**src/design/crc16_length_frame_packer_macros.svh**
```systemverilog
// assertion macros for the length-prefixed frame packer
// empty bodies when SYNTHESIS is defined
`ifndef CRC16_LENGTH_FRAME_PACKER_MACROS_SVH
`define CRC16_LENGTH_FRAME_PACKER_MACROS_SVH
`ifndef SYNTHESIS
// condition implies consequence in the same cycle
`define CLFP_ASSERT_IMPLY(label, clk, rst, cond, conseq) \
  label: assert property (@(posedge clk) disable iff (rst) (cond) |-> (conseq)) \
    else $error("frame packer check failed");
// condition implies consequence in the next cycle
`define CLFP_ASSERT_NEXT(label, clk, rst, cond, conseq) \
  label: assert property (@(posedge clk) disable iff (rst) (cond) |=> (conseq)) \
    else $error("frame packer check failed");
`else
`define CLFP_ASSERT_IMPLY(label, clk, rst, cond, conseq)
`define CLFP_ASSERT_NEXT(label, clk, rst, cond, conseq)
`endif
`endif

```
**src/design/clfp_pkg.sv**
```systemverilog
// shared types, constants and crc function for the frame packer
// no dependencies
`default_nettype none
package clfp_pkg;

  localparam int unsigned BYTE_W    = 8;
  localparam int unsigned LEN_W     = 16;
  localparam int unsigned CRC_W     = 16;
  localparam int unsigned CFG_IDX_W = 8;

  localparam logic [CRC_W-1:0] CRC_INIT = 16'hFFFF;
  localparam logic [CRC_W-1:0] CRC_POLY = 16'h1021;
  localparam logic [CRC_W-1:0] CRC_TOP  = 16'h8000;

  localparam int unsigned Q_DEPTH = 4;
  localparam int unsigned Q_PTR_W = 2;
  localparam int unsigned Q_CNT_W = 3;

  localparam logic OP_HEADER  = 1'b0;
  localparam logic OP_PAYLOAD = 1'b1;

  localparam logic KIND_HDR  = 1'b0;
  localparam logic KIND_DATA = 1'b1;

  localparam logic [CFG_IDX_W-1:0] REG_START_BYTE = 8'd0;
  localparam logic [CFG_IDX_W-1:0] REG_END_BYTE   = 8'd1;

  typedef struct packed {
    logic              kind;
    logic              close;
    logic [BYTE_W-1:0] first;
    logic [LEN_W-1:0]  len;
    logic [CRC_W-1:0]  crc;
  } job_t;

  function automatic logic [CRC_W-1:0] crc_feed(input logic [CRC_W-1:0] crc,
                                                input logic [BYTE_W-1:0] b);
    logic [CRC_W-1:0] c;
    c = crc ^ {b, 8'h00};
    for (int k = 0; k < 8; k++) begin
      if ((c & CRC_TOP) != '0) begin
        c = {c[CRC_W-2:0], 1'b0} ^ CRC_POLY;
      end else begin
        c = {c[CRC_W-2:0], 1'b0};
      end
    end
    return c;
  endfunction

endpackage
`default_nettype wire

```
**src/design/clfp_front.sv**
```systemverilog
// front end: accepts items, tracks the open frame and its running crc
// pushes one job per item that produces bytes; uses clfp_pkg
`default_nettype none
module clfp_front (
  input  wire logic                          clk,
  input  wire logic                          rst,
  input  wire logic                          accept,
  input  wire logic                          opcode,
  input  wire logic [clfp_pkg::BYTE_W-1:0]   command,
  input  wire logic [clfp_pkg::LEN_W-1:0]    frame_length,
  input  wire logic [clfp_pkg::BYTE_W-1:0]   data_byte,
  output logic                               push,
  output clfp_pkg::job_t                     push_job,
  output logic                               frame_open,
  output logic [clfp_pkg::LEN_W-1:0]         bytes_left
);

  logic [clfp_pkg::CRC_W-1:0] crc_acc;
  logic [clfp_pkg::CRC_W-1:0] crc_acc_next;
  logic [clfp_pkg::LEN_W-1:0] bytes_left_next;
  logic                       frame_open_next;
  logic [clfp_pkg::CRC_W-1:0] hdr_crc;
  logic [clfp_pkg::CRC_W-1:0] dat_crc;
  logic                       is_hdr;
  logic                       last_byte;

  assign is_hdr    = (opcode == clfp_pkg::OP_HEADER);
  assign hdr_crc   = clfp_pkg::crc_feed(clfp_pkg::crc_feed(clfp_pkg::crc_feed(
                       clfp_pkg::CRC_INIT, command), frame_length[15:8]), frame_length[7:0]);
  assign dat_crc   = clfp_pkg::crc_feed(crc_acc, data_byte);
  assign last_byte = (bytes_left == clfp_pkg::LEN_W'(1));

  always_comb begin
    crc_acc_next    = crc_acc;
    bytes_left_next = bytes_left;
    frame_open_next = frame_open;
    push            = 1'b0;
    push_job.kind   = is_hdr ? clfp_pkg::KIND_HDR : clfp_pkg::KIND_DATA;
    push_job.first  = is_hdr ? command : data_byte;
    push_job.len    = frame_length;
    push_job.crc    = is_hdr ? hdr_crc : dat_crc;
    push_job.close  = is_hdr ? (frame_length == '0) : last_byte;
    if (accept) begin
      if (is_hdr) begin
        push = 1'b1;
        if (frame_length == '0) begin
          crc_acc_next    = clfp_pkg::CRC_INIT;
          bytes_left_next = '0;
          frame_open_next = 1'b0;
        end else begin
          crc_acc_next    = hdr_crc;
          bytes_left_next = frame_length;
          frame_open_next = 1'b1;
        end
      end else if (frame_open) begin
        push = 1'b1;
        if (last_byte) begin
          crc_acc_next    = clfp_pkg::CRC_INIT;
          bytes_left_next = '0;
          frame_open_next = 1'b0;
        end else begin
          crc_acc_next    = dat_crc;
          bytes_left_next = bytes_left - clfp_pkg::LEN_W'(1);
        end
      end
    end
  end

  always_ff @(posedge clk) begin
    if (rst) begin
      crc_acc    <= clfp_pkg::CRC_INIT;
      bytes_left <= '0;
      frame_open <= 1'b0;
    end else begin
      crc_acc    <= crc_acc_next;
      bytes_left <= bytes_left_next;
      frame_open <= frame_open_next;
    end
  end

endmodule
`default_nettype wire

```
**src/design/clfp_queue.sv**
```systemverilog
// job queue between front and back ends
// small register queue with count; uses clfp_pkg
`default_nettype none
module clfp_queue (
  input  wire logic                          clk,
  input  wire logic                          rst,
  input  wire logic                          push,
  input  clfp_pkg::job_t                     push_job,
  input  wire logic                          pop,
  output clfp_pkg::job_t                     head,
  output logic                               empty,
  output logic                               full,
  output logic [clfp_pkg::Q_CNT_W-1:0]       count
);

  clfp_pkg::job_t                 slots [clfp_pkg::Q_DEPTH];
  logic [clfp_pkg::Q_PTR_W-1:0]   wr_ptr;
  logic [clfp_pkg::Q_PTR_W-1:0]   rd_ptr;
  logic                           do_push;
  logic                           do_pop;

  assign empty   = (count == '0);
  assign full    = (count == clfp_pkg::Q_CNT_W'(clfp_pkg::Q_DEPTH));
  assign do_push = push && !full;
  assign do_pop  = pop && !empty;
  assign head    = slots[rd_ptr];

  always_ff @(posedge clk) begin
    if (do_push) begin
      slots[wr_ptr] <= push_job;
    end
  end

  always_ff @(posedge clk) begin
    if (rst) begin
      wr_ptr <= '0;
      rd_ptr <= '0;
      count  <= '0;
    end else begin
      if (do_push) begin
        wr_ptr <= wr_ptr + clfp_pkg::Q_PTR_W'(1);
      end
      if (do_pop) begin
        rd_ptr <= rd_ptr + clfp_pkg::Q_PTR_W'(1);
      end
      case ({do_push, do_pop})
        2'b10:   count <= count + clfp_pkg::Q_CNT_W'(1);
        2'b01:   count <= count - clfp_pkg::Q_CNT_W'(1);
        default: count <= count;
      endcase
    end
  end

endmodule
`default_nettype wire

```
**src/design/clfp_back.sv**
```systemverilog
// back end: serializes the head job into frame bytes, one per cycle while result_stall is low
// registered output stage; uses clfp_pkg
`default_nettype none
module clfp_back (
  input  wire logic                          clk,
  input  wire logic                          rst,
  input  clfp_pkg::job_t                     head,
  input  wire logic                          empty,
  input  wire logic [clfp_pkg::BYTE_W-1:0]   start_byte,
  input  wire logic [clfp_pkg::BYTE_W-1:0]   end_byte,
  output logic                               pop,
  output logic                               result_valid,
  input  wire logic                          result_stall,
  output logic [clfp_pkg::BYTE_W-1:0]        out_byte,
  output logic                               frame_end
);

  localparam logic [2:0] POS_START  = 3'd0;
  localparam logic [2:0] POS_FIRST  = 3'd1;
  localparam logic [2:0] POS_LEN_HI = 3'd2;
  localparam logic [2:0] POS_LEN_LO = 3'd3;
  localparam logic [2:0] POS_CRC_HI = 3'd4;
  localparam logic [2:0] POS_CRC_LO = 3'd5;
  localparam logic [2:0] POS_END    = 3'd6;

  logic [2:0]                  step;
  logic [2:0]                  pos;
  logic [2:0]                  last_step;
  logic                        load;
  logic                        fire;
  logic [clfp_pkg::BYTE_W-1:0] sel_byte;

  assign load = !result_valid || !result_stall;
  assign fire = load && !empty;
  assign pop  = fire && (step == last_step);

  always_comb begin
    if (head.kind == clfp_pkg::KIND_HDR) begin
      pos       = step;
      last_step = head.close ? 3'd6 : 3'd3;
    end else begin
      pos       = (step == 3'd0) ? POS_FIRST : step + 3'd3;
      last_step = head.close ? 3'd3 : 3'd0;
    end
    case (pos)
      POS_START:  sel_byte = start_byte;
      POS_FIRST:  sel_byte = head.first;
      POS_LEN_HI: sel_byte = head.len[15:8];
      POS_LEN_LO: sel_byte = head.len[7:0];
      POS_CRC_HI: sel_byte = head.crc[15:8];
      POS_CRC_LO: sel_byte = head.crc[7:0];
      POS_END:    sel_byte = end_byte;
      default:    sel_byte = end_byte;
    endcase
  end

  always_ff @(posedge clk) begin
    if (rst) begin
      result_valid <= 1'b0;
      step         <= '0;
    end else begin
      if (load) begin
        result_valid <= !empty;
      end
      if (fire) begin
        step <= (step == last_step) ? 3'd0 : step + 3'd1;
      end
    end
  end

  always_ff @(posedge clk) begin
    if (fire) begin
      out_byte  <= sel_byte;
      frame_end <= (pos == POS_END);
    end
  end

endmodule
`default_nettype wire

```
**src/design/crc16_length_frame_packer.sv**
```systemverilog
// Length-prefixed frame packer with CRC-16/CCITT-FALSE. A header item
// (opcode 0) produces start byte, command and big-endian length; a payload
// item (opcode 1) produces its byte; the item that completes a frame (or a
// header with zero length) also produces the big-endian crc and the end byte,
// marked by frame_end. Payload with no open frame is dropped, and a header
// abandons any open frame. Items are taken one per cycle, unless the queue is
// full, into a four-entry job queue; the output delivers one frame byte per
// cycle while result_stall is low; an item yields 0 to 7 bytes, and the
// sustained input rate follows that byte count. No clearing pass after reset.
// depends on clfp_pkg, clfp_front, clfp_queue, clfp_back and the macro header
`default_nettype none
`include "crc16_length_frame_packer_macros.svh"
module crc16_length_frame_packer (
  input  wire logic                              clk,
  input  wire logic                              rst,
  input  wire logic                              item_valid,
  output logic                                   item_stall,
  input  wire logic                              opcode,
  input  wire logic [clfp_pkg::BYTE_W-1:0]       command,
  input  wire logic [clfp_pkg::LEN_W-1:0]        frame_length,
  input  wire logic [clfp_pkg::BYTE_W-1:0]       data_byte,
  output logic                                   result_valid,
  input  wire logic                              result_stall,
  output logic [clfp_pkg::BYTE_W-1:0]            out_byte,
  output logic                                   frame_end,
  input  wire logic                              cfg_valid,
  output logic                                   cfg_ready,
  input  wire logic [clfp_pkg::CFG_IDX_W-1:0]    cfg_index,
  input  wire logic [clfp_pkg::BYTE_W-1:0]       cfg_data
);

  logic [clfp_pkg::BYTE_W-1:0]  start_byte;
  logic [clfp_pkg::BYTE_W-1:0]  end_byte;
  logic                         accept;
  logic                         push;
  clfp_pkg::job_t               push_job;
  clfp_pkg::job_t               head;
  logic                         pop;
  logic                         empty;
  logic                         full;
  logic [clfp_pkg::Q_CNT_W-1:0] count;
  logic                         frame_open;
  logic [clfp_pkg::LEN_W-1:0]   bytes_left;

  assign cfg_ready  = 1'b1;
  assign item_stall = full;
  assign accept     = item_valid && !item_stall;

  // configuration transaction
  always_ff @(posedge clk) begin
    if (rst) begin
      start_byte <= '0;
      end_byte   <= '0;
    end else if (cfg_valid && cfg_ready) begin
      case (cfg_index)
        clfp_pkg::REG_START_BYTE: start_byte <= cfg_data;
        clfp_pkg::REG_END_BYTE:   end_byte   <= cfg_data;
        default:                  start_byte <= start_byte;
      endcase
    end
  end

  clfp_front u_front (
    .clk          (clk),
    .rst          (rst),
    .accept       (accept),
    .opcode       (opcode),
    .command      (command),
    .frame_length (frame_length),
    .data_byte    (data_byte),
    .push         (push),
    .push_job     (push_job),
    .frame_open   (frame_open),
    .bytes_left   (bytes_left)
  );

  clfp_queue u_queue (
    .clk      (clk),
    .rst      (rst),
    .push     (push),
    .push_job (push_job),
    .pop      (pop),
    .head     (head),
    .empty    (empty),
    .full     (full),
    .count    (count)
  );

  clfp_back u_back (
    .clk          (clk),
    .rst          (rst),
    .head         (head),
    .empty        (empty),
    .start_byte   (start_byte),
    .end_byte     (end_byte),
    .pop          (pop),
    .result_valid (result_valid),
    .result_stall (result_stall),
    .out_byte     (out_byte),
    .frame_end    (frame_end)
  );

  `CLFP_ASSERT_IMPLY(a_count_bound, clk, rst, 1'b1, count <= clfp_pkg::Q_CNT_W'(clfp_pkg::Q_DEPTH))
  `CLFP_ASSERT_IMPLY(a_open_has_left, clk, rst, frame_open, bytes_left != '0)
  `CLFP_ASSERT_IMPLY(a_end_value, clk, rst, result_valid && frame_end, out_byte == end_byte)
  `CLFP_ASSERT_NEXT(a_push_lands, clk, rst, push && !pop, !empty)

endmodule
`default_nettype wire

```
**config.mk**
```make
export PLATFORM = sky130hd
export DESIGN_NAME = crc16_length_frame_packer
export DESIGN_NICKNAME = d
export VERILOG_FILES = /design/src/design/clfp_pkg.sv /design/src/design/clfp_front.sv /design/src/design/clfp_queue.sv /design/src/design/clfp_back.sv /design/src/design/crc16_length_frame_packer.sv
export VERILOG_INCLUDE_DIRS = /design/src /design/src/design
export SDC_FILE = /design/constraint.sdc
export NUM_CORES = 1
export LEC_CHECK = 0
export ABC_CLOCK_PERIOD_IN_PS = 6000
export BUFFER_PORTS_ARGS = -buffer_cell sky130_fd_sc_hd__buf_2
export CAP_MARGIN = 40
export CORE_ASPECT_RATIO = 0.6
export CORE_MARGIN = 2
export CORE_UTILIZATION = 55
export CTS_CLUSTER_DIAMETER = 200
export CTS_CLUSTER_SIZE = 24
export DETAILED_ROUTE_END_ITERATION = 12
export PLACE_DENSITY = 0.73
export SLEW_MARGIN = 20
export SYNTH_ARGS = -nofsm -noshare
export SYNTH_HDL_FRONTEND = slang
export SYNTH_HIERARCHICAL = 1
export SYNTH_SLANG_ARGS = --single-unit
```
**constraint.sdc**
```tcl
create_clock -name clk -period 6 [get_ports clk]
set_clock_uncertainty 0.1 [all_clocks]
set_input_delay 0.6 -clock clk [delete_from_list [all_inputs] [get_ports clk]]
set_output_delay 0.6 -clock clk [all_outputs]
set_load 0.01 [all_outputs]
```
==> results by group, run 1 <==
CTS
  • Root Driver: clkbuf_16
  • Clock Pin Slew Worst Setup and Hold Paths: 90 ps
  • Max Root-Sink Buffers: 3
  • CTS Sinks: 239
  • Hold-fix buffers, CTS: 0
  • Clock Latency Late Sink: 470 ps
  • H-tree depth: 1
  • Post-cts resize count: 0
  • TritonCTS clock tree: yes
  • Post-CTS setup buffers: 0
  • CTS Buf Count: 13

Timing
  • Final Hold Vio Count: 0
  • Post-layout min period: 3770 ps
  • Fin. max-slew vios: 0
  • Final worst setup slack: 2230 ps
  • Worst-Margin Slew: 864 ps
  • Worst slew margin: 42.4%
  • Max Clock Freq: 0.265 GHz
  • Final period utilization: about 63%
  • Final setup fails: 0
  • Unrepaired setup endpoints after global routing: false
  • Setup Total Neg Slack: 0 ps

Placement
  • Final GP Congestion: 0.906
  • Post-Place Worst Slack: 2270 ps
  • DP Area: 11900 µm²
  • PortBufs: 64
  • Dpl hpwl: approximately 18000 µm

Worst setup path
  • Critical path startpoint category: register
  • Crit Path Class: reg2reg
  • Worst reg-to-reg setup slack: 2230 ps
  • Reg2reg path depth: 14
  • Nature of the critical path endpoint: register
  • CP Max Fanout: 42
  • R2r endpoint: u_queue/count[2]$_SDFFE_PP0P_
  • Worst path required time: 6300 ps
  • CP arrival: 4060 ps

Hold path
  • Hold WC Path Type: in2reg
  • Hold Path Origin: result_stall
  • Worst Hold Path EP: u_back/result_valid$_SDFFE_PP0N_
  • Hold path cells: 3

Global routing
  • First-pass GRT wire length: around 40000 µm
  • Largest net degree at the start of global routing: 67
  • Initial antenna violation count: 0
  • Vias in the first global route: 6591
  • GR Overflow Total: 0
  • Tot GR Track Use: 24.0%

Finish
  • Share of cells above drive strength 1: 20.3%
  • Register area: 6560 µm²
  • Synth-to-layout area growth: 6.45%
  • Final #Nets: 940
  • N_diodes: 0
  • Cell area after layout: 12300 µm²
  • Fillcell total: ~1600
  • Multi-input gate area: 4470 µm²

Detailed routing
  • Drt initial violations: 728
  • Routed Antenna Nets: 0
  • DR vias: 7079
  • Number of remaining DRC errors: 0
  • DRT Pass-1 Iters: 5
  • Detailed Route WL: 26000 µm
  • Average wire per standard cell: 22.6 µm
  • Vias/cell: 6.15

Die
  • Die Area: 22200 µm²
  • Row count: 40
  • Starting Density: a little under three fifths
  • Core Region: 20300 µm²
  • I/O pins: 66
  • Die width: approximately 190 µm
  • Chip height: 116 µm

Synth
  • Number of flops mapped to enable cells by yosys: 177
  • FFs w/ async S/R, synth: 0%
  • Syn nets: about 900
  • Cell area after synthesis: 11500 µm²
  • Commonest register cell after synthesis: edfxtp_1
  • Mean Syn Cell Area: around 14 µm²
  • Register bit total from synthesis: 239
  • Library cells used by synthesis: 77
  • Seq/Total Area, Yosys: 56.9%
  • Syn. warnings: 6
  • Syn Inst Count: approximately 840

Power
  • Max VDD drop: 0.000188 V
  • Power density cells: 296 nW/µm²
  • Leakage: about 4.3 nW

Outcome
  • Outcome: completed

Flow run
  • Max Cap Viol: 0
## critical path: stages, from the launching register on
cell and delay [ps]:
dfxtp_2 320, buf_4 480, mux4_2 550, ha_1 340, xnor2_1 150, nand3_1 100, nor2_1 210, o31ai_2 130
inv_1 80, ha_1 170, inv_1 60, fa_1 370, xor2_1 160, or3_1 310, a21oi_1 140
## report_power, final
group	leakage, nW	switching (mW)	internal (mW)	total (mW)
clock	0.170	0.500	0.411	0.912
sequential	2.12	0.0365	1.91	1.95
combinational	1.96	0.471	0.295	0.766
total	4.26	1.01	2.62	3.63
## flip-flops by register name, indices dropped and copies added, names as in the netlist, 3 cells and up, named ones only
name	flops
u_queue/slots	168
u_front/bytes_left	16
u_front/crc_acc	16
end_byte	8
start_byte	8
u_back/out_byte	8
u_back/step	3
u_queue/count	3
## layout by cell type (no fill, tap or decap), types with 5 or more instances in the layout
| master | Yosys | layout |
|---|---|---|
| a22oi_1 | 7 | 7 |
| nor3_1 | 9 | 9 |
| o22ai_1 | 5 | 5 |
| nand3_1 | 6 | 6 |
| a22o_1 | 5 | 5 |
| dfxtp_1 | 62 | 60 |
| clkbuf_1 | 19 | 8 |
| nand2b_1 | 28 | 28 |
| o21ai_1 | 8 | 7 |
| mux2i_1 | 28 | 28 |
| ha_1 | 13 | 13 |
| buf_4 | 20 | 14 |
| xnor3_1 | 6 | 6 |
| a221oi_1 | 5 | 5 |
| o21ai_0 | 38 | 38 |
| nand2_1 | 42 | 42 |
| nor4_1 | 8 | 8 |
| clkbuf_16 | 0 | 13 |
| mux2_2 | 8 | 8 |
| xor2_1 | 26 | 26 |
| buf_2 | 9 | 64 |
| edfxtp_1 | 177 | 177 |
| and2_2 | 1 | 5 |
| a21oi_1 | 48 | 48 |
| xnor2_1 | 52 | 52 |
| inv_1 | 22 | 22 |
| nor2_1 | 42 | 42 |
| mux4_2 | 40 | 40 |
| a211o_1 | 10 | 10 |
## layer usage
| metal | up-vias | wire (µm) | track usage (%) |
|---|---|---|---|
| met2 | 330 | 10900 | 34.4 |
| met3 | 25 | 2360 | 4.36 |
| met1 | 3538 | 12400 | 38.9 |
| met5 | - | 0 | 0 |
| li1 | 3186 | - | - |
| met4 | 0 | 291 | 3.31 |
## Yosys cell counts (all sizes together) (6+ instances only)
| cell | number | share of area (%) |
|---|---|---|
| xnor2 | 52 | 4.0 |
| a21oi | 48 | 2.1 |
| mux2 | 8 | 0.78 |
| a22oi | 11 | 0.89 |
| inv | 22 | 0.72 |
| ha | 13 | 1.4 |
| clkbuf | 20 | 0.68 |
| nor2 | 44 | 1.5 |
| xor2 | 27 | 2.2 |
| mux4 | 42 | 8.3 |
| o21ai | 46 | 2.0 |
| nor4 | 9 | 0.62 |
| buf | 40 | 3.0 |
| nor3 | 11 | 0.56 |
| xnor3 | 10 | 2.0 |
| dfxtp | 62 | 11 |
| a211o | 10 | 0.76 |
| edfxtp | 177 | 46 |
| mux2i | 29 | 2.6 |
| nand2b | 28 | 1.5 |
| a221oi | 7 | 0.64 |
| nand2 | 42 | 1.4 |
| and2 | 7 | 0.39 |
| nand3 | 6 | 0.26 |
## area by class of cell
class	count	share of cell area, %
Timing Repair Buffer	80	3.69
Sequential cell	239	53.5
Multi-Input combinational cell	516	36.5
Tap cell	273	2.79
Clock buffer	21	2.90
Inverter	22	0.673
## worst max path at each step
stage,startpoint,to,slack [ps]
after floorplan,opcode,u_queue/slots[0][0]$_DFFE_PP_,2540
after global placement,register,u_queue/count[2]$_SDFFE_PP0P_,2320
after detailed placement,register,u_queue/count[2]$_SDFFE_PP0P_,2270
after CTS,register,u_queue/count[2]$_SDFFE_PP0P_,2240
after global routing,register,u_queue/count[2]$_SDFFE_PP0P_,1990
final,register,u_queue/count[2]$_SDFFE_PP0P_,2230
## cell families (layout without fill, tap and decap cells)
family / Yosys count / after routing / synth area share (%)
xor+xnor: 89 / 89 / 8.17
mux: 79 / 79 / 11.6
buf+inv: 82 / 123 / 4.41
fa+ha+maj: 14 / 14 / 1.59
flops: 239 / 239 / 56.9
compound gates: 162 / 162 / 9.34
other cells: 1 / 1 / 0.0326
simple gates: 171 / 171 / 7.93
## per-stage QoR
step                std cells  power (mW)  utilization (%)  hold WS, ps
floorplan                 837        2.52                -          349
global placement         1128        2.72             58.6          358
detailed placement       1128        2.73             58.6          365
CTS                      1149        3.63             60.4          283
global route             1151        3.78             60.5          296
finish                   1151        3.63             60.5          292
(Power assumes the default switching activity.)
==> run 2, diff against run 1 <==
ABC_CLOCK_PERIOD_IN_PS = 3400   (was 6000)
PLACE_DENSITY = 0.76   (was 0.73)
clock period = 3.4 ns   (was 6 ns; I/O delays follow)
==> run 2 against run 1 <==
First-iteration DRC count up 24%. Power up 77%. Register-to-register slack worse by 2000 ps. Core utilization up 0.33 points. Die area unchanged. Combinational power up 76%. Sequential share of layout area down 0.27 points. Sequential cell count unchanged. Non-clock buffer count up 6. Count of clock-buffer cells in the layout unchanged. Hold slack worse by 270 ps.
==> results by group, run 2 (same netlist as run 1, synthesis figures left out) <==
Outcome
  • Outcome: completed (unchanged)

Detailed routing
  • DR vias: 7003 (was 7079)
  • Detailed Route WL: 25900 µm (was 26000 µm)
  • Routed Antenna Nets: 0 (unchanged)
  • Drt initial violations: 901 (was 728)
  • DRT Pass-1 Iters: 5 (unchanged)
  • Vias/cell: 6.04 (was 6.15)
  • Number of remaining DRC errors: 0 (unchanged)
  • Average wire per standard cell: 22.3 µm (was 22.6 µm)

Worst setup path
  • R2r endpoint: u_queue/count[2]$_SDFFE_PP0P_ (unchanged)
  • Crit-path max cell delay: 520 ps (was 550 ps)
  • Critical path startpoint category: register (unchanged)
  • Crit path buf inv count: 2 (was 3)
  • Crit Path Class: reg2reg (unchanged)
  • Reg2reg path depth: 13 (was 14)
  • Critical path's top delay family: adder cells (unchanged)
  • Cell Chain, Critical Path: mux4_2, ha_1, xnor2_1, nand3_1, nor2_4, o31ai_2, inv_1, ha_1, inv_1, fa_1, xor2_1, or3_1, a21oi_1 (was buf_4, mux4_2, ha_1, xnor2_1, nand3_1, nor2_1, o31ai_2, inv_1, ha_1, inv_1, fa_1, xor2_1, or3_1, a21oi_1)
  • CP Max Fanout: 4 (was 42)
  • Nature of the critical path endpoint: register (unchanged)
  • Worst path required time: 3700 ps (was 6300 ps)
  • Crit-path slowest cell: mux4_2 (unchanged)
  • CP arrival: 3500 ps (was 4060 ps)
  • Worst reg-to-reg setup slack: 200 ps (was 2230 ps)

Finish
  • Cell Count, Final, Fillers Out: 1159 (was 1151)
  • Most common cell after layout, fill and taps aside: edfxtp_1 (unchanged)
  • Register with the most flip-flops: u_queue/slots (unchanged)
  • Fillcell total: 1563 (was 1592)
  • Max reg flops: 168 (unchanged)
  • Post-Route Utilization: 60.8% (was 60.5%)
  • Share of cells above drive strength 1: 21.0% (was 20.3%)
  • Register area: 6560 µm² (about the same)
  • Cell area after layout: 12300 µm² (about the same)
  • Final #Nets: 946 (was 940)
  • Biggest regs: u_queue/slots (168), u_front/bytes_left (16), u_front/crc_acc (16) (unchanged)
  • Synth-to-layout area growth: 7.03% (was 6.45%)
  • Multi-input gate area: 4480 µm² (was 4470 µm²)
  • Most frequent cells in the layout: 177 x edfxtp_1, 64 x buf_2, 60 x dfxtp_1 (unchanged)

CTS
  • Clock Latency Late Sink: 490 ps (was 470 ps)
  • Hold-fix buffers, CTS: 0 (unchanged)
  • Max Root-Sink Buffers: 3 (unchanged)
  • Post-cts resize count: 0 (unchanged)
  • Post-CTS setup buffers: 0 (unchanged)
  • CTS Buf Count: 13 (unchanged)
  • CTS Sinks: 239 (unchanged)
  • Clock Pin Slew Worst Setup and Hold Paths: 90 ps (about the same)
  • Root Driver: clkbuf_16 (unchanged)
  • H-tree depth: 1 (unchanged)
  • TritonCTS clock tree: yes (unchanged)

Power
  • Max VDD drop: 0.000280 V (was 0.000188 V)
  • Psw: 1.77 mW (was 1.01 mW)
  • Power consumption: 6.41 mW (was 3.63 mW)
  • Combinational group share of total power: 21.1% (about the same)
  • Sw Share: 27.6% (was 27.8%)
  • Internal power: 4.64 mW (was 2.62 mW)
  • Clock power share: 25.4% (was 25.2%)
  • Sequential Power Share: 53.6% (was 53.7%)
  • Leakage: 4.29 nW (was 4.26 nW)
  • Power density cells: 520 nW/µm² (was 296 nW/µm²)

Global routing
  • First-pass GRT wire length: 40200 µm (was 39900 µm)
  • GR Overflow Total: 0 (unchanged)
  • Largest net degree at the start of global routing: 43 (was 67)
  • Initial antenna violation count: 0 (unchanged)
  • Tot GR Track Use: 24.2% (was 24.0%)
  • Vias in the first global route: 6804 (was 6591)

Timing
  • Post-layout min period: 3200 ps (was 3770 ps)
  • Max Clock Freq: 0.313 GHz (was 0.265 GHz)
  • Fin. max-slew vios: 0 (unchanged)
  • Final Hold Vio Count: 0 (unchanged)
  • Worst-Margin Slew: 802 ps (was 864 ps)
  • Final setup fails: 0 (unchanged)
  • Final period utilization: 94.0% (was 62.8%)
  • Worst slew margin: 46.5% (was 42.4%)
  • Hold WS: 24.9 ps (was 292 ps)

Hold path
  • Hold path cells: 3 (unchanged)
  • Hold WC Path Type: in2reg (unchanged)
  • Hold Path Origin: result_stall (unchanged)
  • Worst Hold Path EP: u_back/result_valid$_SDFFE_PP0N_ (unchanged)

Die
  • Starting Density: 56.8% (unchanged)
  • Row count: 40 (unchanged)
  • Die Area: 22200 µm² (unchanged)
  • Chip height: 116 µm (unchanged)
  • Core Region: 20300 µm² (unchanged)
  • Die width: 191 µm (unchanged)
  • I/O pins: 66 (unchanged)

Placement
  • DP Area: 12000 µm² (was 11900 µm²)
  • Placed Instances: 1136 (was 1128)
  • Final GP Congestion: 0.871 (was 0.906)
  • PortBufs: 64 (unchanged)
  • Dpl hpwl: 17800 µm (was 18200 µm)

Flow run
  • Max Cap Viol: 0 (unchanged)
run 2: changes by cell type in the layout (fill, tap and decap cells not counted), sizes merged:
cell | previous run | this run
buf | 79 | 86
inv | 22 | 23
diode | 0 | 1
clkbuf | 22 | 21
run 2: worst max-delay path by stage:
stage | start | end | cells after the start
2_1_floorplan | register | u_queue/count[2]$_SDFFE_PP0P_ | 15
3_3_place_gp | register | u_queue/count[2]$_SDFFE_PP0P_ | 14
3_5_place_dp | register | u_queue/count[2]$_SDFFE_PP0P_ | 14
4_1_cts | register | u_queue/count[2]$_SDFFE_PP0P_ | 14
5_1_grt | register | u_queue/count[2]$_SDFFE_PP0P_ | 14
6_report | register | u_queue/count[2]$_SDFFE_PP0P_ | 13
run 2: power groups by stage:
stage	Combinational (mW)	Clock (mW)	Sequential, mW
floorplan	0.955	0	3.49
finish	1.35	1.63	3.44
CTS	1.33	1.67	3.44
detailed placement	1.32	0	3.50
global placement	1.29	0	3.50
global route	1.46	1.76	3.45
run 2: area by class of cell:
class / instances / area share, %
Tap cell: 273 / 2.77
Clock buffer: 21 / 2.88
Timing Repair Buffer: 86 / 4.04
Inverter: 22 / 0.670
Clock inverter: 1 / 0.0710
Antenna cell: 1 / 0.0203
Sequential cell: 239 / 53.2
Multi-Input combinational cell: 516 / 36.3
run 2: layer usage:
layer | track usage (%) | share of wire (%) | up-vias
met1 | 37.5 | 47 | 3454
met4 | 3.88 | 1.0 | 0
met2 | 36.0 | 43 | 337
li1 | - | - | 3189
met5 | 0 | 0 | -
met3 | 4.96 | 9.5 | 23
run 2: worst register-to-register path: stages (launching register included):
cell,delay (ps)
dfxtp_4,380
mux4_2,520
ha_1,300
xnor2_1,160
nand3_1,140
nor2_4,130
o31ai_2,90
inv_1,80
ha_1,180
inv_1,70
fa_1,370
xor2_1,160
or3_1,310
a21oi_1,140
run 2: through the flow:
stage          TNS (ps)  worst slack [ps]
2_1_floorplan         0              88.5
3_3_place_gp          0               250
3_5_place_dp          0               117
4_1_cts               0              85.5
5_1_grt          -0.471            -0.471
6_report              0               204
==> run 3, diff against run 2 <==
REMOVE_ABC_BUFFERS = 1   (was default)
==> run 3 against run 2 <==
Hold slack worse by 7.2 ps. Count of clock-buffer cells in the layout stayed put. First-iteration DRC count is 25% lower. Largest cell class unchanged. Highest routed layer unchanged.
==> results by group, run 3 (same netlist as run 1, synthesis figures left out) <==
Placement
  • Placed Instances: 1137 (was 1136)
  • DP Area: 12000 µm² (about the same)
  • PortBufs: 64 (unchanged)
  • Post-Place Worst Slack: 209 ps (was 117 ps)
  • Final GP Congestion: 0.894 (was 0.871)
  • Dpl hpwl: 17500 µm (was 17800 µm)

Finish
  • N_diodes: 0 (was 1)
  • Most common cell after layout, fill and taps aside: edfxtp_1 (unchanged)
  • Biggest regs: u_queue/slots (168), u_front/bytes_left (16), u_front/crc_acc (16) (unchanged)
  • Fillcell total: 1571 (was 1563)
  • Most frequent cells in the layout: 177 x edfxtp_1, 64 x buf_2, 60 x dfxtp_1 (unchanged)
  • Share of cells above drive strength 1: 20.9% (was 21.0%)
  • Max reg flops: 168 (unchanged)
  • Post-Route Utilization: 60.9% (was 60.8%)
  • Cell area after layout: 12300 µm² (about the same)
  • Cell Count, Final, Fillers Out: 1158 (was 1159)
  • Register with the most flip-flops: u_queue/slots (unchanged)
  • Final #Nets: 947 (was 946)
  • Synth-to-layout area growth: 7.13% (was 7.03%)

Timing
  • Final worst setup slack: 157 ps (was 204 ps)
  • Worst slew margin: 45.1% (was 46.5%)
  • Hold WS: 17.7 ps (was 24.9 ps)
  • Unrepaired setup endpoints after global routing: false
  • Final Hold Vio Count: 0 (unchanged)
  • Final period utilization: 95.4% (was 94.0%)
  • Fin. max-slew vios: 0 (unchanged)
  • Final setup fails: 0 (unchanged)
  • Worst-Margin Slew: 823 ps (was 802 ps)
  • Setup Total Neg Slack: 0 ps (unchanged)
  • Post-layout min period: 3240 ps (was 3200 ps)
  • Max Clock Freq: 0.308 GHz (was 0.313 GHz)

CTS
  • CTS Buf Count: 13 (unchanged)
  • Max Root-Sink Buffers: 3 (unchanged)
  • H-tree depth: 1 (unchanged)
  • CTS Sinks: 239 (unchanged)
  • Clock Latency Late Sink: 480 ps (was 490 ps)
  • Post-CTS setup buffers: 0 (unchanged)
  • Clock Pin Slew Worst Setup and Hold Paths: 100 ps (was 90 ps)
  • Post-cts resize count: 0 (unchanged)
  • Root Driver: clkbuf_16 (unchanged)
  • Hold-fix buffers, CTS: 0 (unchanged)
  • TritonCTS clock tree: yes (unchanged)

Worst setup path
  • R2r endpoint: u_queue/count[2]$_SDFFE_PP0P_ (unchanged)
  • Crit-path max cell delay: 530 ps (was 520 ps)
  • CP arrival: 3560 ps (was 3500 ps)
  • Worst path required time: 3710 ps (was 3700 ps)
  • Worst path depth: 14 (was 13)
  • Worst setup path end: u_queue/count[2]$_SDFFE_PP0P_ (unchanged)
  • Reg2reg path depth: 14 (was 13)
  • Worst reg-to-reg setup slack: 160 ps (was 200 ps)
  • Critical path startpoint category: register (unchanged)
  • CP Max Fanout: 4 (unchanged)
  • Cell Chain, Critical Path: mux4_2, inv_1, ha_1, xnor2_1, nand3_1, nor2_1, o31ai_2, inv_1, ha_1, inv_1, fa_1, xor2_1, or3_1, a21oi_1 (was mux4_2, ha_1, xnor2_1, nand3_1, nor2_4, o31ai_2, inv_1, ha_1, inv_1, fa_1, xor2_1, or3_1, a21oi_1)
  • Critical path's top delay family: adder cells (unchanged)
  • Crit path buf inv count: 3 (was 2)
  • Critical Path Most Common Cell: inv_1
  • Crit Path Class: reg2reg (unchanged)
  • Crit-path slowest cell: mux4_2 (unchanged)
  • Nature of the critical path endpoint: register (unchanged)

Detailed routing
  • Detailed Route WL: 25300 µm (was 25900 µm)
  • DRT Pass-1 Iters: 7 (was 5)
  • Vias/cell: 6.09 (was 6.04)
  • DR vias: 7054 (was 7003)
  • Drt initial violations: 676 (was 901)
  • Average wire per standard cell: 21.9 µm (was 22.3 µm)
  • Routed Antenna Nets: 0 (unchanged)
  • Number of remaining DRC errors: 0 (unchanged)

Global routing
  • Vias in the first global route: 6689 (was 6804)
  • Initial antenna violation count: 0 (unchanged)
  • Largest net degree at the start of global routing: 43 (unchanged)
  • First-pass GRT wire length: 39000 µm (was 40200 µm)
  • Tot GR Track Use: 23.5% (was 24.2%)
  • GR Overflow Total: 0 (unchanged)

Power
  • Leakage: 4.30 nW (was 4.29 nW)
  • Power consumption: 6.38 mW (was 6.41 mW)
  • Power density cells: 517 nW/µm² (was 520 nW/µm²)
  • Max VDD drop: 0.000318 V (was 0.000280 V)

Outcome
  • Outcome: completed (unchanged)

Die
  • Row count: 40 (unchanged)
  • Core Region: 20300 µm² (unchanged)
  • Chip height: 116 µm (unchanged)
  • Die Area: 22200 µm² (unchanged)
  • Starting Density: 56.8% (unchanged)
  • Die width: 191 µm (unchanged)
  • I/O pins: 66 (unchanged)

Flow run
  • Max Cap Viol: 0 (unchanged)

Hold path
  • Hold path cells: 3 (unchanged)
  • Hold WC Path Type: in2reg (unchanged)
[run 3: cell count changes in the layout (fill, tap and decap cells not counted), sizes merged]
cell   delta
diode     -1
buf       +1
inv       -1
[run 3: power by group]
part           leakage (nW)  internal [mW]  switching (mW)  total [mW]
Combinational          2.01          0.530           0.820        1.35
Clock                 0.170          0.725           0.870        1.60
Sequential             2.12           3.37          0.0655        3.44
Total                  4.30           4.63            1.76        6.38
[run 3: per-layer routing]
layer	vias up	part of all wire, %	track usage (%)
met4	0	1.3	3.93
met1	3472	48	37.4
met5	-	0	0
met2	360	40	33.2
li1	3193	-	-
met3	29	11	5.53
[run 3: worst min path at each step]
stage / startpoint / to
final: result_stall / u_back/result_valid$_SDFFE_PP0N_
after global routing: result_stall / u_back/result_valid$_SDFFE_PP0N_
after CTS: result_stall / u_back/result_valid$_SDFFE_PP0N_
after detailed placement: end_byte[3]$_SDFFE_PP0P_ / end_byte[3]$_SDFFE_PP0P_
after global placement: u_back/result_valid$_SDFFE_PP0N_ / u_back/result_valid$_SDFFE_PP0N_
after floorplan: rst / u_back/result_valid$_SDFFE_PP0N_
[run 3: worst register-to-register path: stages, from the launching register on]
cell     delay, ps
dfxtp_2        390
mux4_2         530
inv_1           70
ha_1           240
xnor2_1        160
nand3_1        100
nor2_1         180
o31ai_2        120
inv_1           70
ha_1           170
inv_1           60
fa_1           370
xor2_1         160
or3_1          300
a21oi_1        140
[run 3: cell type report]
class	count	area (µm²)	share of cell area [%]
Clock buffer	21	355	2.88
Timing Repair Buffer	87	531	4.30
Multi-Input combinational cell	516	4470	36.2
Inverter	22	82.6	0.669
Sequential cell	239	6560	53.2
Tap cell	273	342	2.77
